===== config.mk =====
export PLATFORM = sky130hd
export DESIGN_NAME = wrap_aware_envelope_points_flat
export DESIGN_NICKNAME = d
export VERILOG_FILES = /design/src/hdl/waep_pkg.sv /design/src/hdl/waep_ifs.sv /design/src/hdl/wrap_aware_envelope_points.sv /design/src/hdl/waep_scale.sv /design/src/hdl/waep_dp.sv /design/src/hdl/waep_ctrl.sv /design/src/flat_wrapper.sv
export SDC_FILE = /design/constraint.sdc
export NUM_CORES = 2
export LEC_CHECK = 0
export ABC_AREA = 1
export BUFFER_PORTS_ARGS = -buffer_cell sky130_fd_sc_hd__buf_4
export CAP_MARGIN = 20
export CORE_AREA = 2 2 276 306
export DETAILED_ROUTE_END_ITERATION = 12
export DIE_AREA = 0 0 278 308
export PLACE_DENSITY = 0.81
export SLEW_MARGIN = 20
export SYNTH_ARGS = -nofsm -noshare
export SYNTH_HDL_FRONTEND = slang
export SYNTH_SLANG_ARGS = --single-unit
export TNS_END_PERCENT = 30

===== constraint.sdc =====
create_clock -name clock -period 17.38 [get_ports clock]
set_input_delay 4.345 -clock clock [delete_from_list [all_inputs] [get_ports clock]]
set_output_delay 4.345 -clock clock [all_outputs]
set_load 0.005 [all_outputs]

===== src/hdl/waep_pkg.sv =====
// ----------------------------------------------------------------------------
// waep_pkg
// Shared widths, types, codes and helpers for the wrap-aware envelope point
// generator.
// ----------------------------------------------------------------------------
package waep_pkg;

   localparam int TIME_BITS = 48;
   localparam int FRAC_BITS = 16;

   localparam int VAL_W   = FRAC_BITS + 1;     // Q1.FRAC_BITS value
   localparam int PROD_W  = TIME_BITS + VAL_W;  // ramp * num
   localparam int NUMER_W = PROD_W + 1;         // 2 * ramp * num + den
   localparam int DIV_W   = VAL_W + 1;          // 2 * den
   localparam int CNT_W   = $clog2(TIME_BITS);  // step counter of the scale unit

   typedef logic [TIME_BITS-1:0] time_type;
   typedef logic [VAL_W-1:0]     value_type;

   localparam time_type  TIME_MAX = '1;
   localparam value_type VAL_ZERO = '0;
   localparam value_type VAL_ONE  = value_type'(1) << FRAC_BITS;
   localparam value_type VAL_HALF = value_type'(1) << (FRAC_BITS - 1);

   typedef enum logic [2:0] {
      ST_IDLE,
      ST_EVAL,
      ST_SCALE,
      ST_PLACE,
      ST_EMIT
   } ctrl_state_type;

   typedef enum logic [1:0] {
      PH_IDLE,
      PH_MUL,
      PH_FORM,
      PH_DIV
   } scale_phase_type;

   typedef struct packed {
      logic load;
      logic eval;
      logic scale_start;
      logic take_dur;
      logic place;
      logic emit;
   } cmd_type;

   typedef struct packed {
      logic wrap;
      logic den_zero;
      logic scale_done;
      logic scale_busy;
      logic out_free;
      logic pend_any;
      logic pend_last;
   } status_type;

   typedef struct packed {
      logic      new_envelope;
      time_type  start_time_ns;
      time_type  ramp_ns;
      value_type target_value;
   } req_item_type;

   typedef struct packed {
      time_type  out_time_ns;
      time_type  out_ramp_ns;
      value_type out_value;
      logic      last_of_run;
   } rsp_item_type;

   // Saturating time sum.
   function automatic time_type sat_add(time_type a, time_type b);
      logic [TIME_BITS:0] s;
      s = {1'b0, a} + {1'b0, b};
      return s[TIME_BITS] ? TIME_MAX : s[TIME_BITS-1:0];
   endfunction

endpackage


===== src/hdl/waep_ifs.sv =====
// ----------------------------------------------------------------------------
// waep_ifs
// Valid/ready channels: automation point requests and envelope point results.
// ----------------------------------------------------------------------------
interface waep_req_if import waep_pkg::*; ();
   logic      valid;
   logic      ready;
   logic      new_envelope;
   time_type  start_time_ns;
   time_type  ramp_ns;
   value_type target_value;

   modport source (output valid, output new_envelope, output start_time_ns,
                   output ramp_ns, output target_value, input ready);
   modport sink   (input valid, input new_envelope, input start_time_ns,
                   input ramp_ns, input target_value, output ready);
endinterface

interface waep_rsp_if import waep_pkg::*; ();
   logic      valid;
   logic      ready;
   time_type  out_time_ns;
   time_type  out_ramp_ns;
   value_type out_value;
   logic      last_of_run;

   modport source (output valid, output out_time_ns, output out_ramp_ns,
                   output out_value, output last_of_run, input ready);
   modport sink   (input valid, input out_time_ns, input out_ramp_ns,
                   input out_value, input last_of_run, output ready);
endinterface


===== src/hdl/wrap_aware_envelope_points.sv =====
// ----------------------------------------------------------------------------
// wrap_aware_envelope_points
// Turns automation points of a wrapping parameter into envelope points,
// inserting edge points where the short way round passes through 1.0 / 0.0.
// ----------------------------------------------------------------------------
// Flow: an accepted item passes through EVAL, PLACE and EMIT; a timed wrap
//   adds SCALE, where the scale unit runs its one-bit-a-cycle multiply and
//   divide. Each item gives 1 to 3 points, each put into the result register
//   in EMIT once that register is free; the next item is taken only after
//   the last point of the current one is in the result register.
// Reset: clears history, pending points and the result register; no sweep.
// ----------------------------------------------------------------------------
module wrap_aware_envelope_points import waep_pkg::*; (
   input  logic      clock,
   input  logic      reset,
   waep_req_if.sink   req_chan,
   waep_rsp_if.source rsp_chan
);

   cmd_type      cmd;
   status_type   sts;
   req_item_type req_item;
   rsp_item_type rsp_item;
   logic         rsp_valid;

   // Gather the request payload into one item.
   assign req_item.new_envelope  = req_chan.new_envelope;
   assign req_item.start_time_ns = req_chan.start_time_ns;
   assign req_item.ramp_ns       = req_chan.ramp_ns;
   assign req_item.target_value  = req_chan.target_value;

   // Sequencer: one item in flight; ready only while waiting for the next one.
   waep_ctrl u_ctrl (
      .clock     (clock),
      .reset     (reset),
      .req_valid (req_chan.valid),
      .sts       (sts),
      .req_ready (req_chan.ready),
      .cmd       (cmd)
   );

   // Datapath: history, wrap test, scale unit and the result register,
   // which lets a finished point wait while the next item is taken.
   waep_dp u_dp (
      .clock     (clock),
      .reset     (reset),
      .cmd       (cmd),
      .req_item  (req_item),
      .rsp_ready (rsp_chan.ready),
      .sts       (sts),
      .rsp_valid (rsp_valid),
      .rsp_item  (rsp_item)
   );

   // Drive the result channel from the result register.
   assign rsp_chan.valid       = rsp_valid;
   assign rsp_chan.out_time_ns = rsp_item.out_time_ns;
   assign rsp_chan.out_ramp_ns = rsp_item.out_ramp_ns;
   assign rsp_chan.out_value   = rsp_item.out_value;
   assign rsp_chan.last_of_run = rsp_item.last_of_run;

   // One item at a time: ready drops right after an accept.
   a_one_in_flight: assert property (@(posedge clock) disable iff (reset)
      req_chan.valid && req_chan.ready |=> !req_chan.ready)
      else $error("item accepted while previous item in flight");

   // Never overwrite a result that has not been taken.
   a_emit_into_free: assert property (@(posedge clock) disable iff (reset)
      cmd.emit |-> sts.out_free)
      else $error("result register overwritten");

   // A new item finds no leftover points and an idle scale unit.
   a_clean_load: assert property (@(posedge clock) disable iff (reset)
      cmd.load |-> !sts.pend_any && !sts.scale_busy)
      else $error("new item taken with work still pending");

endmodule


===== src/hdl/waep_scale.sv =====
// ----------------------------------------------------------------------------
// waep_scale
// Iterative round-half-up scaling: dur = floor((2*ramp*num + den) / (2*den)).
// Shift-add multiply one bit a cycle, then restoring divide one bit a cycle.
// ----------------------------------------------------------------------------
module waep_scale import waep_pkg::*; (
   input  logic      clock,
   input  logic      reset,
   input  logic      start,
   input  time_type  ramp,
   input  value_type num,
   input  value_type den,
   output logic      busy,
   output logic      done,
   output time_type  dur
);

   scale_phase_type     phase_ff, phase_in;
   logic [CNT_W-1:0]    cnt_ff, cnt_in;
   time_type            mcand_ff, mcand_in;
   value_type           mplier_ff, mplier_in;
   value_type           den_ff, den_in;
   logic [PROD_W-1:0]   acc_ff, acc_in;
   logic [DIV_W-1:0]    rem_ff, rem_in;
   time_type            quo_ff, quo_in;
   logic                done_ff, done_in;

   logic [PROD_W-1:0]   addend;
   logic [NUMER_W-1:0]  numer;
   logic [DIV_W:0]      trial;
   logic [DIV_W:0]      divisor;
   logic [DIV_W:0]      diff;
   logic                ge;

   always_ff @(posedge clock) begin
      if (reset) begin
         phase_ff <= PH_IDLE;
         done_ff  <= 1'b0;
      end else begin
         phase_ff <= phase_in;
         done_ff  <= done_in;
      end
      cnt_ff    <= cnt_in;
      mcand_ff  <= mcand_in;
      mplier_ff <= mplier_in;
      den_ff    <= den_in;
      acc_ff    <= acc_in;
      rem_ff    <= rem_in;
      quo_ff    <= quo_in;
   end

   always_comb begin
      addend  = mplier_ff[VAL_W-1] ? PROD_W'(mcand_ff) : '0;
      numer   = {acc_ff, 1'b0} + NUMER_W'(den_ff);
      trial   = {rem_ff, quo_ff[TIME_BITS-1]};
      divisor = {1'b0, den_ff, 1'b0};
      ge      = (trial >= divisor);
      diff    = trial - divisor;

      phase_in  = phase_ff;
      cnt_in    = cnt_ff;
      mcand_in  = mcand_ff;
      mplier_in = mplier_ff;
      den_in    = den_ff;
      acc_in    = acc_ff;
      rem_in    = rem_ff;
      quo_in    = quo_ff;
      done_in   = 1'b0;

      unique case (phase_ff)
         PH_IDLE: begin
            if (start) begin
               mcand_in  = ramp;
               mplier_in = num;
               den_in    = den;
               acc_in    = '0;
               cnt_in    = CNT_W'(VAL_W - 1);
               phase_in  = PH_MUL;
            end
         end
         PH_MUL: begin
            acc_in    = {acc_ff[PROD_W-2:0], 1'b0} + addend;
            mplier_in = {mplier_ff[VAL_W-2:0], 1'b0};
            if (cnt_ff == '0) begin
               phase_in = PH_FORM;
            end else begin
               cnt_in = cnt_ff - 1'b1;
            end
         end
         PH_FORM: begin
            // quotient fits TIME_BITS, so the top bits already sit below the divisor
            rem_in   = numer[NUMER_W-1:TIME_BITS];
            quo_in   = numer[TIME_BITS-1:0];
            cnt_in   = CNT_W'(TIME_BITS - 1);
            phase_in = PH_DIV;
         end
         PH_DIV: begin
            rem_in = ge ? diff[DIV_W-1:0] : trial[DIV_W-1:0];
            quo_in = {quo_ff[TIME_BITS-2:0], ge};
            if (cnt_ff == '0) begin
               phase_in = PH_IDLE;
               done_in  = 1'b1;
            end else begin
               cnt_in = cnt_ff - 1'b1;
            end
         end
         default: begin
            phase_in = PH_IDLE;
         end
      endcase
   end

   assign busy = (phase_ff != PH_IDLE);
   assign done = done_ff;
   assign dur  = quo_ff;

endmodule


===== src/hdl/waep_dp.sv =====
// ----------------------------------------------------------------------------
// waep_dp
// Datapath: item capture, envelope history, wrap test, point placement and
// the result register.
// ----------------------------------------------------------------------------
module waep_dp import waep_pkg::*; (
   input  logic         clock,
   input  logic         reset,
   input  cmd_type      cmd,
   input  req_item_type req_item,
   input  logic         rsp_ready,
   output status_type   sts,
   output logic         rsp_valid,
   output rsp_item_type rsp_item
);

   localparam int PT_FIRST = 0;   // leading point or edge point on the way out
   localparam int PT_EDGE  = 1;   // jump to the opposite edge
   localparam int PT_MAIN  = 2;   // the point itself

   // captured item
   logic         newenv_ff;
   time_type     start_ff;
   time_type     ramp_ff;
   value_type    cur_ff;
   // history
   logic         have_prev_ff, have_prev_in;
   value_type    prev_value_ff;
   time_type     prev_end_ff;
   // evaluation
   logic         first_ff;
   logic         down_ff;
   logic         wrap_ff;
   time_type     cur_end_ff;
   time_type     dur_ff;
   time_type     wt_ff;
   logic [2:0]   mask_ff, mask_in;
   // result register
   logic         out_valid_ff, out_valid_in;
   rsp_item_type out_item_ff;

   logic         hp;
   value_type    cur_sat;
   value_type    wrap_dn, dist_dn, wrap_up, dist_up;
   logic         down, up;
   value_type    num, den;
   time_type     wt;
   value_type    e1, e2;
   logic [2:0]   place_mask;
   rsp_item_type next_item;
   logic         scale_busy, scale_done;
   time_type     scale_dur;

   waep_scale u_scale (
      .clock (clock),
      .reset (reset),
      .start (cmd.scale_start),
      .ramp  (ramp_ff),
      .num   (num),
      .den   (den),
      .busy  (scale_busy),
      .done  (scale_done),
      .dur   (scale_dur)
   );

   always_comb begin
      cur_sat = (req_item.target_value > VAL_ONE) ? VAL_ONE : req_item.target_value;
      hp      = have_prev_ff & ~newenv_ff;

      wrap_dn = cur_ff + (VAL_ONE - prev_value_ff);
      dist_dn = prev_value_ff - cur_ff;
      wrap_up = prev_value_ff + (VAL_ONE - cur_ff);
      dist_up = cur_ff - prev_value_ff;
      down    = hp && (prev_value_ff > VAL_HALF) && (cur_ff < VAL_HALF) && (wrap_dn < dist_dn);
      up      = hp && (cur_ff > VAL_HALF) && (prev_value_ff < VAL_HALF) && (wrap_up < dist_up);
      num     = down ? (VAL_ONE - prev_value_ff) : prev_value_ff;
      den     = down ? wrap_dn : wrap_up;

      wt = sat_add(start_ff, dur_ff);
      e1 = down_ff ? VAL_ONE : VAL_ZERO;
      e2 = down_ff ? VAL_ZERO : VAL_ONE;

      place_mask           = '0;
      place_mask[PT_FIRST] = (first_ff && (ramp_ff != '0)) ||
                             (wrap_ff && ((prev_end_ff != start_ff) || (prev_value_ff != e1)));
      place_mask[PT_EDGE]  = wrap_ff && ((cur_end_ff != wt) || (cur_ff != e2));
      place_mask[PT_MAIN]  = 1'b1;

      // lowest pending point goes out next
      next_item = '0;
      mask_in   = mask_ff;
      if (mask_ff[PT_FIRST]) begin
         next_item.out_time_ns = start_ff;
         next_item.out_ramp_ns = first_ff ? TIME_MAX & '0 : dur_ff;
         next_item.out_value   = first_ff ? cur_ff : e1;
         next_item.last_of_run = ~|mask_ff[PT_MAIN:PT_EDGE];
         mask_in[PT_FIRST]     = 1'b0;
      end else if (mask_ff[PT_EDGE]) begin
         next_item.out_time_ns = wt_ff;
         next_item.out_ramp_ns = '0;
         next_item.out_value   = e2;
         next_item.last_of_run = ~mask_ff[PT_MAIN];
         mask_in[PT_EDGE]      = 1'b0;
      end else begin
         next_item.out_time_ns = start_ff;
         next_item.out_ramp_ns = ramp_ff;
         next_item.out_value   = cur_ff;
         next_item.last_of_run = 1'b1;
         mask_in[PT_MAIN]      = 1'b0;
      end
      if (cmd.place) begin
         mask_in = place_mask;
      end else if (!cmd.emit) begin
         mask_in = mask_ff;
      end

      have_prev_in = cmd.place ? 1'b1 : have_prev_ff;

      if (cmd.emit) begin
         out_valid_in = 1'b1;
      end else if (rsp_ready) begin
         out_valid_in = 1'b0;
      end else begin
         out_valid_in = out_valid_ff;
      end
   end

   always_ff @(posedge clock) begin
      if (reset) begin
         have_prev_ff  <= 1'b0;
         prev_value_ff <= '0;
         prev_end_ff   <= '0;
         mask_ff       <= '0;
         out_valid_ff  <= 1'b0;
      end else begin
         have_prev_ff <= have_prev_in;
         mask_ff      <= mask_in;
         out_valid_ff <= out_valid_in;
         if (cmd.place) begin
            prev_value_ff <= cur_ff;
            prev_end_ff   <= cur_end_ff;
         end
      end
      if (cmd.load) begin
         newenv_ff <= req_item.new_envelope;
         start_ff  <= req_item.start_time_ns;
         ramp_ff   <= req_item.ramp_ns;
         cur_ff    <= cur_sat;
      end
      if (cmd.eval) begin
         first_ff   <= ~hp;
         down_ff    <= down;
         wrap_ff    <= down | up;
         cur_end_ff <= sat_add(start_ff, ramp_ff);
         dur_ff     <= '0;
      end
      if (cmd.take_dur) begin
         dur_ff <= scale_dur;
      end
      if (cmd.place) begin
         wt_ff <= wt;
      end
      if (cmd.emit) begin
         out_item_ff <= next_item;
      end
   end

   assign sts.wrap       = down | up;
   assign sts.den_zero   = (den == '0);
   assign sts.scale_done = scale_done;
   assign sts.scale_busy = scale_busy;
   assign sts.out_free   = ~out_valid_ff | rsp_ready;
   assign sts.pend_any   = |mask_ff;
   assign sts.pend_last  = (mask_ff != '0) && ((mask_ff & (mask_ff - 3'd1)) == '0);

   assign rsp_valid = out_valid_ff;
   assign rsp_item  = out_item_ff;

endmodule


===== src/hdl/waep_ctrl.sv =====
// ----------------------------------------------------------------------------
// waep_ctrl
// Sequencer: take an item, evaluate it, run the scale unit when a wrap needs
// a timed edge, place the points and hand them to the result register.
// ----------------------------------------------------------------------------
module waep_ctrl import waep_pkg::*; (
   input  logic       clock,
   input  logic       reset,
   input  logic       req_valid,
   input  status_type sts,
   output logic       req_ready,
   output cmd_type    cmd
);

   ctrl_state_type state_ff, state_in;

   always_ff @(posedge clock) begin
      if (reset) begin
         state_ff <= ST_IDLE;
      end else begin
         state_ff <= state_in;
      end
   end

   always_comb begin
      state_in  = state_ff;
      cmd       = '0;
      req_ready = 1'b0;
      unique case (state_ff)
         ST_IDLE: begin
            req_ready = 1'b1;
            if (req_valid) begin
               cmd.load = 1'b1;
               state_in = ST_EVAL;
            end
         end
         ST_EVAL: begin
            cmd.eval = 1'b1;
            if (sts.wrap && !sts.den_zero) begin
               cmd.scale_start = 1'b1;
               state_in        = ST_SCALE;
            end else begin
               state_in = ST_PLACE;
            end
         end
         ST_SCALE: begin
            if (sts.scale_done) begin
               cmd.take_dur = 1'b1;
               state_in     = ST_PLACE;
            end
         end
         ST_PLACE: begin
            cmd.place = 1'b1;
            state_in  = ST_EMIT;
         end
         ST_EMIT: begin
            if (sts.out_free) begin
               cmd.emit = 1'b1;
               if (sts.pend_last) begin
                  state_in = ST_IDLE;
               end
            end
         end
         default: begin
            state_in = ST_IDLE;
         end
      endcase
   end

endmodule

===== src/flat_wrapper.sv =====
// flat-port wrapper written by rule: the top's interface ports become plain ports
module wrap_aware_envelope_points_flat import waep_pkg::*;
  (clock, reset, req_chan_valid, req_chan_new_envelope, req_chan_start_time_ns, req_chan_ramp_ns, req_chan_target_value, req_chan_ready, rsp_chan_valid, rsp_chan_out_time_ns, rsp_chan_out_ramp_ns, rsp_chan_out_value, rsp_chan_last_of_run, rsp_chan_ready);
  waep_req_if req_chan_i ();
  waep_rsp_if rsp_chan_i ();
  input  logic clock;
  input  logic reset;
  input wire logic [$bits(req_chan_i.valid)-1:0] req_chan_valid;
  input wire logic [$bits(req_chan_i.new_envelope)-1:0] req_chan_new_envelope;
  input wire logic [$bits(req_chan_i.start_time_ns)-1:0] req_chan_start_time_ns;
  input wire logic [$bits(req_chan_i.ramp_ns)-1:0] req_chan_ramp_ns;
  input wire logic [$bits(req_chan_i.target_value)-1:0] req_chan_target_value;
  output wire logic [$bits(req_chan_i.ready)-1:0] req_chan_ready;
  output wire logic [$bits(rsp_chan_i.valid)-1:0] rsp_chan_valid;
  output wire logic [$bits(rsp_chan_i.out_time_ns)-1:0] rsp_chan_out_time_ns;
  output wire logic [$bits(rsp_chan_i.out_ramp_ns)-1:0] rsp_chan_out_ramp_ns;
  output wire logic [$bits(rsp_chan_i.out_value)-1:0] rsp_chan_out_value;
  output wire logic [$bits(rsp_chan_i.last_of_run)-1:0] rsp_chan_last_of_run;
  input wire logic [$bits(rsp_chan_i.ready)-1:0] rsp_chan_ready;
  assign req_chan_i.valid = req_chan_valid;
  assign req_chan_i.new_envelope = req_chan_new_envelope;
  assign req_chan_i.start_time_ns = req_chan_start_time_ns;
  assign req_chan_i.ramp_ns = req_chan_ramp_ns;
  assign req_chan_i.target_value = req_chan_target_value;
  assign req_chan_ready = req_chan_i.ready;
  assign rsp_chan_valid = rsp_chan_i.valid;
  assign rsp_chan_out_time_ns = rsp_chan_i.out_time_ns;
  assign rsp_chan_out_ramp_ns = rsp_chan_i.out_ramp_ns;
  assign rsp_chan_out_value = rsp_chan_i.out_value;
  assign rsp_chan_last_of_run = rsp_chan_i.last_of_run;
  assign rsp_chan_i.ready = rsp_chan_ready;
  wrap_aware_envelope_points u_core (.clock(clock), .reset(reset), .req_chan(req_chan_i), .rsp_chan(rsp_chan_i));
endmodule

==> metrics <==
outcome=finished, final reports clean; Worst slew margin=approximately a third; WP data required=17.64 ns; Initial Utilization=54.6%; post_cts resized=0; count of input and output buffers=233; combinational share of power=a little under half; Min-Delay Path Class=reg2reg; Final ANT Viol Nets=0; first-pass GRT wire length=between 200 and 250 mm; commonest non-fill, non-tap cell in the layout=nand2_1; Yosys reg bits=670; # clock sinks=670; total gr overflow=0; crit path buf inv count=7; TritonCTS Buffers=74; Place WS=9.30 ns; max-slew violations=0; Area growth syn-to-layout=12.1%; Critical-path top delay cell=buf_4; type of origin of the critical path=flip-flop; vias in the first global route=slightly below 40000; share of layout cells above drive strength 1=8.05%; net switching power=3400 uW; IO Count=234; Reg power frac=33.0%; max-cap violation count=0; Synth top area share=39.6%; max reg flops=114; CTS Hold Bufs=0; CTS tree=yes; antenna diode count=0; worst hold start=u_core.u_dp.wt_ff[42]$_DFFE_PP_; drt total wl=158 mm; mean area per synthesized cell=7.82 um2; pwr dens=151 nW/um2; Syn. warnings=0; Mapped Area=around 45000 um2; RD Place Congestion=1.03; post-CTS setup buffers=0; Clock transition at path regs=0.06 ns; most used cell, CP=nand2_1; Internal=4260 uW; Clk pwr share=22.0%; Core ar.=82600 um2; H-Tree Depth=3; Layout Cells excl Fill=7119; fmax=0.121 GHz; CP max FO=62; largest cells by area after synthesis=edfxtp_1 40%, nand2_1 12%, inv_1 8.1%, ha_1 7.8%, a21oi_1 4.6%; Chip Width=278 um; register area=around 19000 um2; via/cell ratio=5.74; hold endpoint=u_core.u_dp.rsp_item[108]$_DFFE_PP_; Leakage=around 0.023 uW; # fillers=7341; post-synthesis sequential area ratio=a little over two fifths; met2 usage=60.4%; Die Span Y=308 um; design area=around 51000 um2; worst reg-to-reg setup slack=9.12 ns; insertion delay to the later sink of the worst-skew pair=between 0.6 and 0.7 ns; VDD IR max=0.106 mV; GRT Total Usage=roughly 36%; post-route setup TNS=0 ns; Worst Setup End Kind=flip-flop; clk_skew=between 0.02 and 0.025 ns; Sw Share=between 40% and 50%; DP Area=48000 um2; Initial DRC Count=4107; RR Startpoint=u_core.u_dp.prev_value_ff[2]$_SDFFE_PP0P_; fin nets=6410; GRT met1 Usage=44.1%; Post-Syn Instances=~5800; Placed Cells=around 7000; 1st-pass router iterations=6; Multi-input gate area=21700 um2; Cell Rows=between 100 and 150; biggest area consumer among synthesized cells=edfxtp_1; unrepaired setup endpoints after global routing=false; Hold Path Cell Cnt=2; clock tree buffer depth=3; Crit path arrival time=8.52 ns; M3 GR Usage=5.45%; Final Setup Violations=0; Yosys cell types=58; CTS Root Cell=clkbuf_16; initial antenna violation count=4; Crit path largest cell delay=0.81 ns; Mapped Nets=6185; final setup margin=between 9 and 10 ns; Setup CP Type=reg2reg; Top delay family on crit path=simple AND/OR/NAND/NOR gates; drt wl/cell=22.2 um; pin count of the biggest net entering global routing=100; CP Depth=36; Die ar.=85600 um2; vias=40800; Util after Layout=approximately 60%; HPWL Detailed=about 130 mm; clock period minus worst slack=between 8 and 9 ns; Worst Tran Pin Value=1.02 ns; period utilisation layout=47.5%; GRT busiest layer=met2; commonest non-fill, non-tap cells in the layout=1438 x nand2_1, 967 x inv_1, 594 x edfxtp_1; worst reg-to-reg path cell count=36; Post-route DRC=0; final hold violation count=0; FF-to-FF End=u_core.u_dp.u_scale.acc_ff[41]$_SDFFCE_PN0P_
## metal layers
layer  wire length, um  part of all wire (%)  vias to the layer above
met2             73400                    47                     1899
met5                42                 0.027                        -
met3             12600                   8.0                      456
met4             11500                   7.3                        6
met1             60200                    38                    19000
li1                  -                     -                    19500
## cells in the mapped netlist (all sizes together)
master,n
a31oi,71
clkbuf,84
a41oi,2
a21boi,8
nor2,548
nand4,73
o311ai,1
nand2,1456
o2111ai,6
clkinv,2
inv,977
and3,5
o21a,27
o21bai,13
a21oi,420
ha,281
o41ai,1
nor3,74
fa,23
a211oi,3
dfxtp,76
o21ai,400
o22ai,8
and2,8
o211ai,8
o31a,1
nor4,47
xor2,132
o221ai,4
a221oi,4
o31ai,5
a31o,2
buf,27
nand3b,16
or2,31
nand3,245
xnor2,59
a22oi,1
a311o,2
edfxtp,594
a21o,18
## power groups by stage
| stage | combinational [uW] | sequential (uW) | clock [uW] |
|---|---|---|---|
| after floorplan | 2390 | 2430 | 0 |
| after global placement | 3310 | 2530 | 0 |
| after detailed placement | 3360 | 2530 | 0 |
| after CTS | 3380 | 2500 | 1690 |
| after global routing | 3820 | 2540 | 1750 |
| final | 3450 | 2520 | 1680 |
## cell type report
type                       instances  share of cell area, %
clock buffer                      97                   4.04
clock inverter                    37                  0.993
inverter                         979                   7.27
multi-input combinational       4003                   42.9
sequential                       670                   38.3
tap                             1073                   2.66
timing repair buffer             260                   3.86
## worst max-delay path by stage
stage / start / to
after floorplan: rsp_chan_ready / u_core.u_dp.mask_ff[0]$_SDFFE_PP0P_
after global placement: u_core.u_dp.prev_value_ff[2]$_SDFFE_PP0P_ / u_core.u_dp.u_scale.acc_ff[42]$_SDFFCE_PN0P_
after detailed placement: u_core.u_dp.prev_value_ff[2]$_SDFFE_PP0P_ / u_core.u_dp.u_scale.acc_ff[42]$_SDFFCE_PN0P_
after CTS: u_core.u_dp.prev_value_ff[2]$_SDFFE_PP0P_ / u_core.u_dp.u_scale.acc_ff[42]$_SDFFCE_PN0P_
after global routing: u_core.u_dp.prev_value_ff[2]$_SDFFE_PP0P_ / u_core.u_dp.u_scale.acc_ff[43]$_SDFFCE_PN0P_
final: u_core.u_dp.prev_value_ff[2]$_SDFFE_PP0P_ / u_core.u_dp.u_scale.acc_ff[41]$_SDFFCE_PN0P_
## cells by family (layout without fill, tap and decap cells)
group	count (synthesis)	after routing	synth area share [%]
xor gates and xnor gates	191	191	3.71
AOI/OAI and AO/OA	1005	1005	12.1
and+or+nand+nor	2503	2503	23.2
buffers and inverters	1090	1373	9.23
adders and majority gates	304	304	8.82
DFF	670	670	42.9
## tightest hold or removal path: cells and delay by family (launching register included)
kind | cells | cell delay, ns
flops | 1 | 0.32
simple gates | 2 | 0.10
## per-stage QoR
step	power, uW	hold WS [ns]
floorplan	4820	0.436
global placement	5840	0.443
detailed placement	5900	0.467
CTS	7580	0.516
global route	8110	0.523
finish	7650	0.517
Power figures use the tool's default switching activity.
